$ cat src/rtl/mwq_pkg.sv
// ----------------------------------------------------------------------------
// Mutex wait queue package
// Shared types, codes and ring helpers for the mutex with a FIFO of waiters.
// ----------------------------------------------------------------------------
package mwq_pkg;

  // Ring size. One slot always stays free, so QUEUE_DEPTH-1 threads can wait.
  localparam int QUEUE_DEPTH = 16;
  localparam int PTR_W       = (QUEUE_DEPTH > 1) ? $clog2(QUEUE_DEPTH) : 1;
  // The user count holds the owner plus up to QUEUE_DEPTH-1 waiters.
  localparam int CNT_W       = $clog2(QUEUE_DEPTH + 1);

  localparam int TID_W   = 16;
  localparam int USERS_W = 5;

  typedef logic [PTR_W-1:0] ptr_t;
  typedef logic [CNT_W-1:0] cnt_t;
  typedef logic [TID_W-1:0] tid_t;

  // Request codes.
  localparam logic [1:0] OP_LOCK    = 2'd0;
  localparam logic [1:0] OP_TRYLOCK = 2'd1;
  localparam logic [1:0] OP_UNLOCK  = 2'd2;
  localparam logic [1:0] OP_QUERY   = 2'd3;

  // Result status codes.
  localparam logic [2:0] ST_OK      = 3'd0;
  localparam logic [2:0] ST_QUEUED  = 3'd1;
  localparam logic [2:0] ST_FULL    = 3'd2;
  localparam logic [2:0] ST_BUSY    = 3'd3;
  localparam logic [2:0] ST_NOUSERS = 3'd4;

  typedef struct packed {
    logic [1:0] op;
    tid_t       thread_id;
  } req_t;

  typedef struct packed {
    logic [2:0]         status;
    logic               woken_valid;
    tid_t               woken_thread;
    tid_t               owner_now;
    logic [USERS_W-1:0] users_now;
  } rsp_t;

  // Advance a ring pointer, wrapping after the last slot.
  function automatic ptr_t ring_next(input ptr_t p);
    ptr_t r;
    if (p == PTR_W'(QUEUE_DEPTH - 1)) begin
      r = '0;
    end else begin
      r = p + PTR_W'(1);
    end
    return r;
  endfunction

  // Number of occupied ring slots between head and tail.
  function automatic cnt_t ring_fill(input ptr_t head, input ptr_t tail);
    logic [PTR_W:0] d;
    if (tail >= head) begin
      d = {1'b0, tail} - {1'b0, head};
    end else begin
      d = {1'b0, tail} + (PTR_W+1)'(QUEUE_DEPTH) - {1'b0, head};
    end
    return CNT_W'(d);
  endfunction

endpackage

$ cat src/rtl/mutex_with_fifo_wait_queue_core.sv
// ----------------------------------------------------------------------------
// Mutex with FIFO wait queue
// Lock unit that grants ownership, queues waiters in a ring and hands the
// lock to the oldest waiter on unlock.
// ----------------------------------------------------------------------------
//
//  Channel | Direction | Handshake           | Payload
//  --------+-----------+---------------------+-------------------------------
//  req     | in        | req_valid/req_stall | op, thread_id
//  rsp     | out       | rsp_valid/rsp_stall | status, woken_valid,
//          |           |                     | woken_thread, owner_now, users_now
//
//  Every request gives exactly one response. One item is taken per cycle
//  while rsp is not stalled; an item passes the input register, then the
//  state update and the response register.
//  The rate is set by the single update stage, where owner, count and
//  ring pointers are read and written in the same cycle.
//  Reset (rst, synchronous) frees the mutex and empties the ring; the
//  ring slots themselves are not cleared.
//  A stall on rsp holds the response register and the input register;
//  req_stall rises only while both are full and rsp is stalled.
//
module mutex_with_fifo_wait_queue_core (
  input  logic          clk,
  input  logic          rst,
  input  logic          req_valid,
  output logic          req_stall,
  input  mwq_pkg::req_t req,
  output logic          rsp_valid,
  input  logic          rsp_stall,
  output mwq_pkg::rsp_t rsp
);

  import mwq_pkg::*;

  // Input register stage.
  logic s1_valid;
  req_t s1;

  // Mutex state.
  tid_t owner;
  cnt_t cnt;
  ptr_t head;
  ptr_t tail;
  tid_t wait_slots [QUEUE_DEPTH];

  tid_t owner_next;
  cnt_t cnt_next;
  ptr_t head_next;
  ptr_t tail_next;
  logic slot_wr;
  rsp_t rsp_next;

  // The response register can take a new item when it is empty or draining.
  logic load;
  logic fire;

  assign load      = !rsp_valid || !rsp_stall;
  assign fire      = s1_valid && load;
  // The input register frees up whenever its item moves on.
  assign req_stall = s1_valid && !load;

  always_ff @(posedge clk) begin
    if (rst) begin
      s1_valid <= 1'b0;
    end else if (!req_stall) begin
      s1_valid <= req_valid;
    end
  end

  always_ff @(posedge clk) begin
    if (!req_stall && req_valid) begin
      s1 <= req;
    end
  end

  // The oldest waiter sits at the head slot. A registered copy of that slot
  // is kept ready for the next unlock: it is read at the head pointer that
  // holds after this cycle's update, and a waiter written into an empty ring
  // goes straight into the copy. The ring invariant guarantees that the head
  // slot was written whenever an unlock reads it.
  tid_t head_tid;
  ptr_t head_rd;
  assign head_rd = fire ? head_next : head;

  always_comb begin
    owner_next            = owner;
    cnt_next              = cnt;
    head_next             = head;
    tail_next             = tail;
    slot_wr               = 1'b0;
    rsp_next.status       = ST_OK;
    rsp_next.woken_valid  = 1'b0;
    rsp_next.woken_thread = '0;

    unique case (s1.op)
      OP_LOCK: begin
        if (cnt == '0) begin
          owner_next = s1.thread_id;
          cnt_next   = CNT_W'(1);
        end else if (ring_next(tail) == head) begin
          // A rejected requester is not counted.
          rsp_next.status = ST_FULL;
        end else begin
          slot_wr         = 1'b1;
          tail_next       = ring_next(tail);
          cnt_next        = cnt + CNT_W'(1);
          rsp_next.status = ST_QUEUED;
        end
      end
      OP_TRYLOCK: begin
        if (cnt == '0) begin
          owner_next = s1.thread_id;
          cnt_next   = CNT_W'(1);
        end else begin
          rsp_next.status = ST_BUSY;
        end
      end
      OP_UNLOCK: begin
        // The caller's id is not checked against the owner.
        if (cnt == '0) begin
          rsp_next.status = ST_NOUSERS;
        end else if (cnt == CNT_W'(1)) begin
          owner_next = '0;
          cnt_next   = '0;
        end else begin
          // Hand the lock straight to the oldest waiter.
          owner_next            = head_tid;
          cnt_next              = cnt - CNT_W'(1);
          head_next             = ring_next(head);
          rsp_next.woken_valid  = 1'b1;
          rsp_next.woken_thread = head_tid;
        end
      end
      OP_QUERY: begin
        rsp_next.status = (cnt != '0) ? ST_BUSY : ST_OK;
      end
      default: begin
        rsp_next.status = ST_OK;
      end
    endcase

    rsp_next.owner_now = owner_next;
    // The count may be wider or narrower than the reported field.
    rsp_next.users_now = USERS_W'({{USERS_W{1'b0}}, cnt_next});
  end

  always_ff @(posedge clk) begin
    if (rst) begin
      owner <= '0;
      cnt   <= '0;
      head  <= '0;
      tail  <= '0;
    end else if (fire) begin
      owner <= owner_next;
      cnt   <= cnt_next;
      head  <= head_next;
      tail  <= tail_next;
    end
  end

  always_ff @(posedge clk) begin
    if (fire && slot_wr) begin
      wait_slots[tail] <= s1.thread_id;
    end
    if (fire && slot_wr && tail == head_rd) begin
      head_tid <= s1.thread_id;
    end else begin
      head_tid <= wait_slots[head_rd];
    end
  end

  always_ff @(posedge clk) begin
    if (rst) begin
      rsp_valid <= 1'b0;
    end else if (load) begin
      rsp_valid <= s1_valid;
    end
  end

  always_ff @(posedge clk) begin
    if (fire) begin
      rsp <= rsp_next;
    end
  end

  // The count never exceeds the owner plus a full ring.
  a_cnt_bound: assert property (@(posedge clk) disable iff (rst)
    cnt <= CNT_W'(QUEUE_DEPTH))
    else $error("user count above ring capacity");

  // While the mutex is held the ring holds exactly the other users.
  a_ring_fill: assert property (@(posedge clk) disable iff (rst)
    cnt != '0 |-> ring_fill(head, tail) == cnt - CNT_W'(1))
    else $error("ring occupancy does not match user count");

  // A free mutex has an empty ring.
  a_free_empty: assert property (@(posedge clk) disable iff (rst)
    cnt == '0 |-> head == tail)
    else $error("ring not empty while mutex is free");

  // A woken thread is the new owner and the unlock reported success.
  a_woken_owner: assert property (@(posedge clk) disable iff (rst)
    rsp_valid && rsp.woken_valid |->
      rsp.owner_now == rsp.woken_thread && rsp.status == ST_OK)
    else $error("woken thread is not the reported owner");

  // State moves only when an item passes the update stage.
  a_state_hold: assert property (@(posedge clk) disable iff (rst)
    !fire |=> $stable(cnt) && $stable(head) && $stable(tail))
    else $error("mutex state changed without an item");

endmodule
$ cat config.mk
export PLATFORM = sky130hd
export DESIGN_NAME = mutex_with_fifo_wait_queue_core
export DESIGN_NICKNAME = d
export VERILOG_FILES = /design/src/rtl/mwq_pkg.sv /design/src/rtl/mutex_with_fifo_wait_queue_core.sv
export SDC_FILE = /design/constraint.sdc
export NUM_CORES = 1
export LEC_CHECK = 0
export ABC_AREA = 1
export ABC_CLOCK_PERIOD_IN_PS = 2900
export BUFFER_PORTS_ARGS = -buffer_cell sky130_fd_sc_hd__buf_2
export CORE_MARGIN = 5
export CORE_UTILIZATION = 35
export CTS_CLUSTER_SIZE = 12
export DETAILED_ROUTE_END_ITERATION = 16
export HOLD_SLACK_MARGIN = 0.03
export MAX_ROUTING_LAYER = met4
export PLACE_DENSITY = 0.57
export SLEW_MARGIN = 20
export SYNTH_ARGS = -nofsm -noshare
export SYNTH_HDL_FRONTEND = slang
export SYNTH_SLANG_ARGS = --single-unit
$ cat constraint.sdc
create_clock -name clk -period 2.9 [get_ports clk]
set_input_delay 0.435 -clock clk [delete_from_list [all_inputs] [get_ports clk]]
set_output_delay 0.435 -clock clk [all_outputs]
set_load 0.005 [all_outputs]
Word-level counts from Yosys, hierarchy flattened
Memories as Yosys holds them, arrays and structs flattened. A register that Yosys moved wholly into a read port is not among the register bits.
Index checks and enable logic that the tools add are counted.
{"block": "totals", "regBits": 90, "mem_bits_rw": 256, "in_bits": 22, "out_inout_bits": 43, "elab_cells": 74, "memories": 1}
{"block": "classes", "addsub": 4, "n_eq_ne": 7, "mux": 30, "bitwise_logic": 3, "reduce_logical": 16}
{"name": "wait_slots", "depth": 16, "word_bits": 16, "read_ports": 1, "rd_ports_with_merged_regs": 1, "wr": 1, "line_no": "mutex_with_fifo_wait_queue_core.sv:45", "source": "tid_t wait_slots [QUEUE_DEPTH];"}
{"op": "16-bit 2-to-1 mux", "n": 3}
{"op": "4-bit 2-to-1 mux", "n": 8}
{"op": "16-bit one-hot mux with 2 select lines", "n": 1}
{"op": "5-bit 2-to-1 mux", "n": 5}
{"op": "17-bit 2-to-1 mux", "n": 1}
{"op": "5-bit one-hot mux with 3 select lines", "n": 1}
{"op": "3-bit one-hot mux with 4 select lines", "n": 1}
{"op": "4-bit by 1-bit adder with 4-bit output, second input constant", "n": 2}
{"op": "4-bit equality test, second input constant", "n": 2}
{"op": "2-bit 2-to-1 mux", "n": 4}
{"op": "5-bit by 1-bit adder with 5-bit output, second input constant", "n": 1}
{"op": "5-bit by 1-bit equality test with 1-bit output, second input constant", "n": 1}
{"op": "5-bit logical NOT", "n": 1}
{"op": "1-bit 2-to-1 mux", "n": 5}
{"op": "5-bit nonzero test", "n": 1}
{"op": "5-bit by 1-bit subtractor with 5-bit output, second input constant", "n": 1}
{"op": "2-bit equality test, second input constant", "n": 2}
{"op": "4-bit equality test", "n": 1}
{"op": "1-bit logical AND", "n": 4}
{"op": "1-bit logical NOT", "n": 4}
{"op": "4-bit AND reduction", "n": 1}
{"op": "2-bit OR reduction", "n": 2}
{"op": "3-bit 2-to-1 mux", "n": 1}
{"op": "1-bit NOT", "n": 3}
{"op": "4 further kinds", "n": 4}

Depth between registers and ports, before layout
Gate-level depths: netlist of run 1.
{"block": "logic_depth", "depth_word": 11, "ltp_mapped": 14, "mapped_depth_nobuf": 14}

Worst setup path after synthesis of run 1
No wires, ideal clock.
{"block": "synth_timing", "kind": "reg2reg", "from": "register tail[0]", "to": "memory wait_slots[3][0] (netlist name) (enable)", "setup_time_ns": 0.409, "arrival_time_ns": 2.475, "t_required_ns": 2.491, "slack_ns": 0.016, "path_stages_with_launch": 9, "path_buffers": 0, "period_less_slack_ns": 2.884, "cell_sequence": "dfxtp_1 > inv_1 > ha_1 > xnor2_1 > nand3_2 > nor2_4 > nand2_4 > nand4_4 > nor3_1"}
{"block": "synth_via", "elab_chain_len": 11, "word_cells_on_any_way": 12, "classes_between": "1 x add/sub; 2 x eq/ne; 8 x mux; 1 x reduce/logical"}
{"element": "from (decl)", "line_no": "mutex_with_fifo_wait_queue_core.sv:44", "source": "ptr_t tail;"}
{"element": "from (signal assigned)", "line_no": "mutex_with_fifo_wait_queue_core.sv:158", "source": "tail <= tail_next;"}
{"element": "4-bit by 1-bit adder with 4-bit output / 4-bit equality test (equally long branches)", "line_no": "mwq_pkg.sv:52, mwq_pkg.sv:49"}
{"element": "4-bit 2-to-1 mux", "line_no": "mwq_pkg.sv:49", "source": "if (p == PTR_W'(QUEUE_DEPTH - 1)) begin"}
{"element": "4-bit 2-to-1 mux", "line_no": "mutex_with_fifo_wait_queue_core.sv:98", "source": "if (cnt == '0) begin"}
{"element": "4-bit 2-to-1 mux", "line_no": "mutex_with_fifo_wait_queue_core.sv:96", "source": "unique case (s1.op)"}
{"element": "4-bit equality test", "line_no": "mutex_with_fifo_wait_queue_core.sv:101", "source": "end else if (ring_next(tail) == head) begin"}
{"element": "1-bit 2-to-1 mux", "line_no": "mutex_with_fifo_wait_queue_core.sv:101"}
{"element": "1-bit 2-to-1 mux", "line_no": "mutex_with_fifo_wait_queue_core.sv:98"}
{"element": "1-bit 2-to-1 mux", "line_no": "mutex_with_fifo_wait_queue_core.sv:96"}
{"element": "1-bit logical AND"}
{"element": "1-bit 2-to-1 mux", "line_no": "mutex_with_fifo_wait_queue_core.sv:163", "source": "if (fire && slot_wr) begin"}
{"element": "1-bit 2-to-1 mux (implied by the code)", "line_no": "mutex_with_fifo_wait_queue_core.sv:164", "source": "wait_slots[tail] <= s1.thread_id;"}
{"element": "to (decl)", "line_no": "mutex_with_fifo_wait_queue_core.sv:45"}
Parallel ways exist; a longest one is shown, timed or not. The select of a mux whose other input is x is not followed.

Worst setup path after layout of run 1
{"block": "layout_timing", "from": "register tail[0]", "to": "memory wait_slots[12][13] (netlist name) (enable)"}
Same word-level chain as after synthesis.

==> run_summary.xml, run 1 <==
<?xml version="1.0" encoding="UTF-8"?>
<metrics>
  <group name="outcome">
    <metric name="outcome" unit="">complete, no violations</metric>
  </group>
  <group name="sta">
    <metric name="grt_setup_unrepaired" unit="">false</metric>
    <metric name="relSlewSlack" unit="">0.385</metric>
    <metric name="clock_skew" unit="ps">15.1</metric>
    <metric name="final_period_minus_worst_setup_slack" unit="ps">2520</metric>
    <metric name="highest_attainable_clock_frequency" unit="GHz">0.398</metric>
    <metric name="timing.final.hold_violations" unit="">0</metric>
    <metric name="finalSetupViolCount" unit="">0</metric>
    <metric name="fin_worst_hold_slack" unit="ps">88.6</metric>
    <metric name="max_slew_violation_count" unit="">0</metric>
    <metric name="worst_pin_slew" unit="ps">922</metric>
    <metric name="final.setup.tns" unit="ps">0</metric>
    <metric name="finalCritPeriodShare" unit="">0.867</metric>
  </group>
  <group name="floorplan">
    <metric name="die_height" unit="um">213</metric>
    <metric name="core-area" unit="um^2">40800</metric>
    <metric name="row_count" unit="">74</metric>
    <metric name="die_width" unit="um">213</metric>
    <metric name="effective_utilization_at_floorplan" unit="">0.354</metric>
    <metric name="num_io_pins" unit="">65</metric>
    <metric name="die-area" unit="um^2">45400</metric>
  </group>
  <group name="worst_hold_path">
    <metric name="hold_path_class" unit="">primary input to flop</metric>
    <metric name="min_delay_path_depth" unit="">1</metric>
    <metric name="worstHoldEndpoint" unit="">s1[15]</metric>
    <metric name="hold_path_startpoint" unit="">req[15]</metric>
  </group>
  <group name="synthesis">
    <metric name="postSynth.topFlopCell" unit="">edfxtp_1</metric>
    <metric name="synth_nets" unit="">1325</metric>
    <metric name="synth_area_per_cell" unit="um^2">11.2</metric>
    <metric name="synth.lib_cells_used.distinct" unit="">37</metric>
    <metric name="synthCells" unit="">1294</metric>
    <metric name="share_of_flip_flops_with_an_asynchronous_set_or_reset" unit="">0</metric>
    <metric name="sequential_to_total_area_share_from_yosys_stat" unit="">0.703</metric>
    <metric name="synth_edf_count" unit="">315</metric>
    <metric name="synthesized_flop_and_latch_total" unit="">350</metric>
    <metric name="post_synth_instance_area" unit="um^2">14400</metric>
    <metric name="synth.yosys.warnings" unit="">0</metric>
  </group>
  <group name="grt">
    <metric name="grtUsageTotal" unit="">0.164</metric>
    <metric name="grt_use_met3" unit="">0.0301</metric>
    <metric name="grt_max_degree" unit="">129</metric>
    <metric name="grt.overflow.total" unit="">0</metric>
    <metric name="use_met1" unit="">0.225</metric>
    <metric name="grt_first_pass_wirelength" unit="um">55200</metric>
    <metric name="met2_usage" unit="">0.253</metric>
    <metric name="first_global_vias" unit="">9228</metric>
    <metric name="grt_antenna_before_repair" unit="">0</metric>
    <metric name="top_usage_layer" unit="">met2</metric>
  </group>
  <group name="clock_tree">
    <metric name="cts_buffers" unit="">37</metric>
    <metric name="postCtsSetupBuffers" unit="">0</metric>
    <metric name="h-tree-depth" unit="">2</metric>
    <metric name="clk_pin_slew_worst_paths" unit="ps">60</metric>
    <metric name="hold_buffers" unit="">0</metric>
    <metric name="clkLatencyLatePin" unit="ps">530</metric>
    <metric name="cts-root-to-sink-buffers" unit="">3</metric>
    <metric name="tritoncts" unit="">built</metric>
    <metric name="ctsRootBufferMaster" unit="">clkbuf_16</metric>
    <metric name="cts_sinks" unit="">350</metric>
    <metric name="cts_resized" unit="">0</metric>
  </group>
  <group name="critical_path">
    <metric name="critical_path_top_delay_cell" unit="">dfxtp_1</metric>
    <metric name="worstPathMaxFanout" unit="">16</metric>
    <metric name="reg2reg_slack" unit="ps">380</metric>
    <metric name="crit_path_end_kind" unit="">flop</metric>
    <metric name="launching_point_of_the_worst_reg2reg_path" unit="">tail[0]</metric>
    <metric name="arrival" unit="ps">2720</metric>
    <metric name="cp_bufs_invs" unit="">3</metric>
    <metric name="worstRegToRegCells" unit="">11</metric>
    <metric name="critPathMaxStageDelay" unit="ps">410</metric>
    <metric name="cp_top_family" unit="">simple AND/OR/NAND/NOR gates</metric>
    <metric name="crit_required" unit="ps">3110</metric>
    <metric name="worstSetupPathType" unit="">flop to flop</metric>
    <metric name="cp-start-kind" unit="">flop</metric>
    <metric name="crit-reg2reg-capture" unit="">wait_slots[12][13]</metric>
    <metric name="crit_path_cell_trace" unit="">inv_1 &gt; ha_1 &gt; xnor2_1 &gt; nand3_2 &gt; nor2_4 &gt; nand2_4 &gt; nand4_4 &gt; inv_4 &gt; nand2_2 &gt; nor2_2 &gt; buf_4</metric>
  </group>
  <group name="power_and_ir_drop">
    <metric name="vdd.ir_drop.worst" unit="uV">482</metric>
    <metric name="power_density" unit="nW/um^2">660</metric>
    <metric name="cellLeakagePower" unit="nW">6.41</metric>
  </group>
  <group name="cells_and_area">
    <metric name="final_nets" unit="">1396</metric>
    <metric name="areaGrowthSynthToFinish" unit="%">14.9</metric>
    <metric name="drive_above_1_share" unit="">0.139</metric>
  </group>
  <group name="routing">
    <metric name="vias" unit="">9485</metric>
    <metric name="detail_route.drc_violations" unit="">0</metric>
    <metric name="post_drt_wl_per_cell" unit="um">18.9</metric>
    <metric name="drt_first_iter_violations" unit="">700</metric>
    <metric name="via_density_per_instance" unit="">4.93</metric>
    <metric name="wl" unit="um">36400</metric>
    <metric name="drt_pre_antenna_iters" unit="">5</metric>
    <metric name="antenna_left" unit="">0</metric>
  </group>
  <group name="placement">
    <metric name="io_buffers" unit="">64</metric>
    <metric name="gp_routability_congestion" unit="">0.898</metric>
    <metric name="detailed_place_hpwl" unit="um">22900</metric>
  </group>
  <group name="job">
    <metric name="cap_viol_max_count" unit="">0</metric>
  </group>
</metrics>
[per-stage QoR]
| stage | instance area [um^2] | worst slack (ps) | total power (W) | util | cells |
|---|---|---|---|---|---|
| 2_1_floorplan | 14400 | 15.8 | 0.00625 | - | 1294 |
| 3_3_place_gp | 15500 | 470 | 0.00655 | 0.378 | 1858 |
| 3_5_place_dp | 15500 | 422 | 0.00655 | 0.378 | 1858 |
| 4_1_cts | 16600 | 407 | 0.0111 | 0.407 | 1923 |
| 5_1_grt | 16600 | 245 | 0.0114 | 0.407 | 1923 |
| 6_report | 16600 | 385 | 0.0110 | 0.407 | 1924 |
[worst max path at each step]
stage | startpoint | endpoint | slack (ps) | cells after the start
3_5_place_dp | tail[0] | wait_slots[12][2] | 420 | 11
2_1_floorplan | tail[0] | wait_slots[3][0] | 20 | 8
6_report | tail[0] | wait_slots[12][13] | 380 | 11
3_3_place_gp | tail[0] | wait_slots[12][2] | 470 | 11
5_1_grt | tail[0] | wait_slots[12][13] | 250 | 11
4_1_cts | tail[0] | wait_slots[12][4] | 410 | 11
[Yosys cell counts, types with 2 or more instances]
cell type,number,share of area
a21oi_1,16,0.0055
buf_1,4,0.0010
buf_2,31,0.011
buf_4,11,0.0057
buf_6,3,0.0023
clkbuf_1,16,0.0042
dfxtp_1,35,0.049
edfxtp_1,315,0.65
ha_1,9,0.0078
inv_1,63,0.016
inv_2,9,0.0023
nand2_1,424,0.11
nand2_2,5,0.0022
nand2_4,2,0.0016
nand3_1,233,0.081
nand3_2,2,0.0014
nand4_1,7,0.0030
nor2_1,54,0.014
nor2_4,4,0.0031
nor3_1,5,0.0017
o21ai_0,5,0.0017
o21ai_1,20,0.0069
o21ai_2,2,0.0012
xnor2_1,2,0.0012
xor2_1,5,0.0030
[cell families (layout without fill, tap and decap cells)]
kind of cell	after synthesis	in the layout	share of synthesized area
XOR/XNOR	7	7	0.00425
adder cells (fa/ha/maj)	9	9	0.00780
other	0	1	0
buffers and inverters	139	236	0.0437
AND/OR/NAND/NOR	741	741	0.222
flip-flops	350	350	0.703
AO/OA/AOI/OAI	48	48	0.0184
[worst reg2reg max path: cells and delay by family, from the launching register on]
kind | cells | cell delay [ps]
and+or+nand+nor | 6 | 740
adders and majority gates | 1 | 330
xor gates and xnor gates | 1 | 150
buffers and inverters | 3 | 550
DFF | 1 | 410
[final cells by class]
| type | count | area, um^2 |
|---|---|---|
| fill | 3872 | 24200 |
| sequential | 350 | 10200 |
| multi-input combinational | 805 | 3700 |
| clock buffer | 57 | 1080 |
| tap | 532 | 666 |
| timing repair buffer | 97 | 631 |
| inverter | 74 | 287 |
| clock inverter | 8 | 63.8 |
| antenna | 1 | 2.50 |
[layer usage]
| layer | up-vias | part of all wire | routed length [um] |
|---|---|---|---|
| li1 | 4575 | - | - |
| met1 | 4591 | 0.45 | 16400 |
| met2 | 256 | 0.47 | 17000 |
| met3 | 63 | 0.058 | 2120 |
| met4 | 0 | 0.025 | 905 |
| met5 | - | 0 | 0 |
[power breakdown]
part	switching, W	total, W	internal (W)
sequential	0.000105	0.00571	0.00561
combinational	0.000514	0.000732	0.000218
clock	0.00186	0.00452	0.00266
total	0.00248	0.0110	0.00848
[state kept, by name, indices dropped and copies added, names as in the netlist, named ones only]
signal / cells
head: 4
cnt: 5
wait_slots: 256
tail: 4
s1_valid: 1
owner: 16
rsp: 41
s1: 18
rsp_valid: 1
[placed cells by master (no fill, tap or decap), types with 3 or more instances in the layout]
cell type / Yosys / layout
a21oi_1: 16 / 16
buf_12: 0 / 5
buf_2: 31 / 64
buf_4: 11 / 28
clkbuf_1: 16 / 14
clkbuf_16: 0 / 39
clkbuf_8: 0 / 4
clkinv_1: 0 / 4
clkinv_2: 0 / 3
dfxtp_1: 35 / 33
edfxtp_1: 315 / 315
ha_1: 9 / 9
inv_1: 63 / 63
inv_2: 9 / 8
nand2_1: 424 / 424
nand2_2: 5 / 5
nand3_1: 233 / 233
nand4_1: 7 / 7
nor2_1: 54 / 41
nor2_2: 1 / 13
nor2_4: 4 / 5
nor3_2: 0 / 3
o21ai_0: 5 / 5
o21ai_1: 20 / 20
xor2_1: 5 / 5
No activity file was read; power rests on OpenSTA's default activity.
==> run 2: changes to the inputs <==
CORE_MARGIN = unset   (was 5)
==> run 2 against run 1 <==
Critical path depth fell by 1. Fmax fell by 6.7%. Sequential power barely moved. Routed wire length rose by 2.0%. Sequential share of layout area rose by 0.13 points. Global-route usage rose by 2.1 points. Via count rose by 1.5%. Critical path type unchanged. Largest power group unchanged. Highest routed layer unchanged.
==> run_summary.xml, run 2 (synthesis gave the netlist of run 1 again) <==
<?xml version="1.0" encoding="UTF-8"?>
<metrics>
  <group name="routing">
    <metric name="vias" unit="">9629</metric>
    <metric name="drt_pre_antenna_iters" unit="">6</metric>
    <metric name="detail_route.drc_violations" unit="">0</metric>
    <metric name="wl" unit="um">37100</metric>
    <metric name="drt_first_iter_violations" unit="">853</metric>
    <metric name="antenna_left" unit="">0</metric>
    <metric name="via_density_per_instance" unit="">5.01</metric>
    <metric name="post_drt_wl_per_cell" unit="um">19.3</metric>
  </group>
  <group name="clock_tree">
    <metric name="postCtsSetupBuffers" unit="">0</metric>
    <metric name="cts_buffers" unit="">37</metric>
    <metric name="cts_resized" unit="">0</metric>
    <metric name="cts-root-to-sink-buffers" unit="">3</metric>
    <metric name="hold_buffers" unit="">0</metric>
    <metric name="cts_sinks" unit="">350</metric>
    <metric name="tritoncts" unit="">built</metric>
    <metric name="h-tree-depth" unit="">2</metric>
    <metric name="ctsRootBufferMaster" unit="">clkbuf_16</metric>
    <metric name="clk_pin_slew_worst_paths" unit="ps">60</metric>
    <metric name="clkLatencyLatePin" unit="ps">540</metric>
  </group>
  <group name="sta">
    <metric name="highest_attainable_clock_frequency" unit="GHz">0.371</metric>
    <metric name="grt_setup_unrepaired" unit="">false</metric>
    <metric name="relSlewSlack" unit="">0.381</metric>
    <metric name="finalSetupViolCount" unit="">0</metric>
    <metric name="clock_skew" unit="ps">21.5</metric>
    <metric name="max_slew_violation_count" unit="">0</metric>
    <metric name="final_period_minus_worst_setup_slack" unit="ps">2700</metric>
    <metric name="final.setup.tns" unit="ps">0</metric>
    <metric name="worst_pin_slew" unit="ps">929</metric>
    <metric name="finalCritPeriodShare" unit="">0.929</metric>
    <metric name="timing.final.hold_violations" unit="">0</metric>
  </group>
  <group name="placement">
    <metric name="io_buffers" unit="">64</metric>
    <metric name="placed_cells" unit="">1862</metric>
    <metric name="detailed_place_hpwl" unit="um">23500</metric>
    <metric name="gp_routability_congestion" unit="">0.908</metric>
  </group>
  <group name="cells_and_area">
    <metric name="drive_above_1_share" unit="">0.140</metric>
    <metric name="number_of_inserted_filler_cells_in_the_final_layout" unit="">3934</metric>
    <metric name="largest-register" unit="">wait_slots</metric>
    <metric name="most_frequent_cells_in_the_layout" unit="">424 x nand2_1, 315 x edfxtp_1, 233 x nand3_1</metric>
    <metric name="final_nets" unit="">1400</metric>
    <metric name="largestRegisters" unit="">wait_slots (256), rsp (41), s1 (18)</metric>
    <metric name="largest_register_ffs" unit="">256</metric>
    <metric name="count_of_antenna_diodes_in_the_layout" unit="">0</metric>
    <metric name="layout.cells.most_common" unit="">nand2_1</metric>
    <metric name="finalNonFillerCells" unit="">1923</metric>
    <metric name="areaGrowthSynthToFinish" unit="%">14.7</metric>
  </group>
  <group name="critical_path">
    <metric name="cp_bufs_invs" unit="">2</metric>
    <metric name="critical_path_top_delay_cell" unit="">nor2_2</metric>
    <metric name="worstSetupPathType" unit="">flop to flop</metric>
    <metric name="crit_path_end_kind" unit="">flop</metric>
    <metric name="worstPathMaxFanout" unit="">16</metric>
    <metric name="cp-start-kind" unit="">flop</metric>
    <metric name="crit_required" unit="ps">3050</metric>
    <metric name="arrival" unit="ps">2850</metric>
    <metric name="crit_path_cell_trace" unit="">inv_1 &gt; ha_1 &gt; xnor2_1 &gt; nand3_2 &gt; nor2_4 &gt; nand2_4 &gt; nand4_4 &gt; inv_4 &gt; nand2_2 &gt; nor2_2</metric>
    <metric name="cp_top_family" unit="">simple AND/OR/NAND/NOR gates</metric>
    <metric name="critPathMaxStageDelay" unit="ps">650</metric>
  </group>
  <group name="floorplan">
    <metric name="effective_utilization_at_floorplan" unit="">0.355</metric>
    <metric name="num_io_pins" unit="">65</metric>
    <metric name="row_count" unit="">74</metric>
    <metric name="die_width" unit="um">205</metric>
    <metric name="die_height" unit="um">205</metric>
    <metric name="die-area" unit="um^2">42100</metric>
    <metric name="core-area" unit="um^2">40700</metric>
  </group>
  <group name="power_and_ir_drop">
    <metric name="vdd.ir_drop.worst" unit="uV">372</metric>
    <metric name="power_density" unit="nW/um^2">650</metric>
    <metric name="cellLeakagePower" unit="nW">6.39</metric>
    <metric name="finalPower" unit="W">0.0108</metric>
  </group>
  <group name="worst_hold_path">
    <metric name="hold_path_class" unit="">primary input to flop</metric>
  </group>
  <group name="grt">
    <metric name="top_usage_layer" unit="">met2</metric>
    <metric name="grt_antenna_before_repair" unit="">3</metric>
    <metric name="grt_first_pass_wirelength" unit="um">56100</metric>
    <metric name="first_global_vias" unit="">9408</metric>
    <metric name="met2_usage" unit="">0.282</metric>
    <metric name="grt_max_degree" unit="">74</metric>
    <metric name="use_met1" unit="">0.248</metric>
    <metric name="grt.overflow.total" unit="">0</metric>
    <metric name="grt_use_met3" unit="">0.0317</metric>
    <metric name="grtUsageTotal" unit="">0.185</metric>
  </group>
  <group name="outcome">
    <metric name="outcome" unit="">complete, no violations</metric>
  </group>
  <group name="job">
    <metric name="cap_viol_max_count" unit="">0</metric>
  </group>
</metrics>
==> run 2: changes by cell type in the layout (fill, tap and decap cells not counted), sizes merged <==
cell,before,now
clkinv,8,10
clkbuf,57,52
bufinv,1,0
diode,1,0
buf,97,101
==> run 2: through the flow <==
stage	area, um^2	util	setup slack (ps)	hold WS, ps
2_1_floorplan	14400	-	15.8	475
3_3_place_gp	15500	0.380	342	486
3_5_place_dp	15500	0.380	260	499
4_1_cts	16600	0.407	235	53.8
5_1_grt	16600	0.407	66.1	58.4
6_report	16600	0.407	204	69.9
==> run 2: power breakdown <==
group / internal [W] / switching (W) / total (W) / leakage, nW
Combinational: 0.000223 / 0.000488 / 0.000711 / 2.71
Clock: 0.00244 / 0.00187 / 0.00432 / 0.528
Sequential: 0.00561 / 0.000123 / 0.00573 / 3.15
Total: 0.00827 / 0.00249 / 0.0108 / 6.39
==> run 2: cell type report <==
type / count / area (um^2) / share of cell area
well taps: 532 / 666 / 0.0402
clock inverters: 9 / 71.3 / 0.00431
multi-input cells: 805 / 3700 / 0.224
repair buffers: 101 / 661 / 0.0399
inverters: 74 / 287 / 0.0173
clock buffers: 52 / 1010 / 0.0612
flip-flops and latches: 350 / 10200 / 0.614
==> run 2: path summary, 6_finish.rpt <==
path | cells after the start | to | slack, ps | start
worst min-delay path | 1 | s1[2] | 70 | req[2]
worst max-delay path | 10 | wait_slots[0][10] | 200 | tail[0]
worst max register to register | 10 | wait_slots[0][10] | 200 | tail[0]
worst min register to register | 2 | rsp_valid | 510 | rsp_valid
==> run 2: metal layers <==
layer | part of all wire | routed length, um
met1 | 0.44 | 16400
met4 | 0.031 | 1170
met5 | 0 | 0
met3 | 0.064 | 2360
met2 | 0.46 | 17200
==> run 2: worst register-to-register path, cell delays in order, from the launching register on <==
cell     delay (ps)
dfxtp_1         450
inv_1           140
ha_1            350
xnor2_1         150
nand3_2         100
nor2_4           60
nand2_4         110
nand4_4         110
inv_4           130
nand2_2          70
nor2_2          650
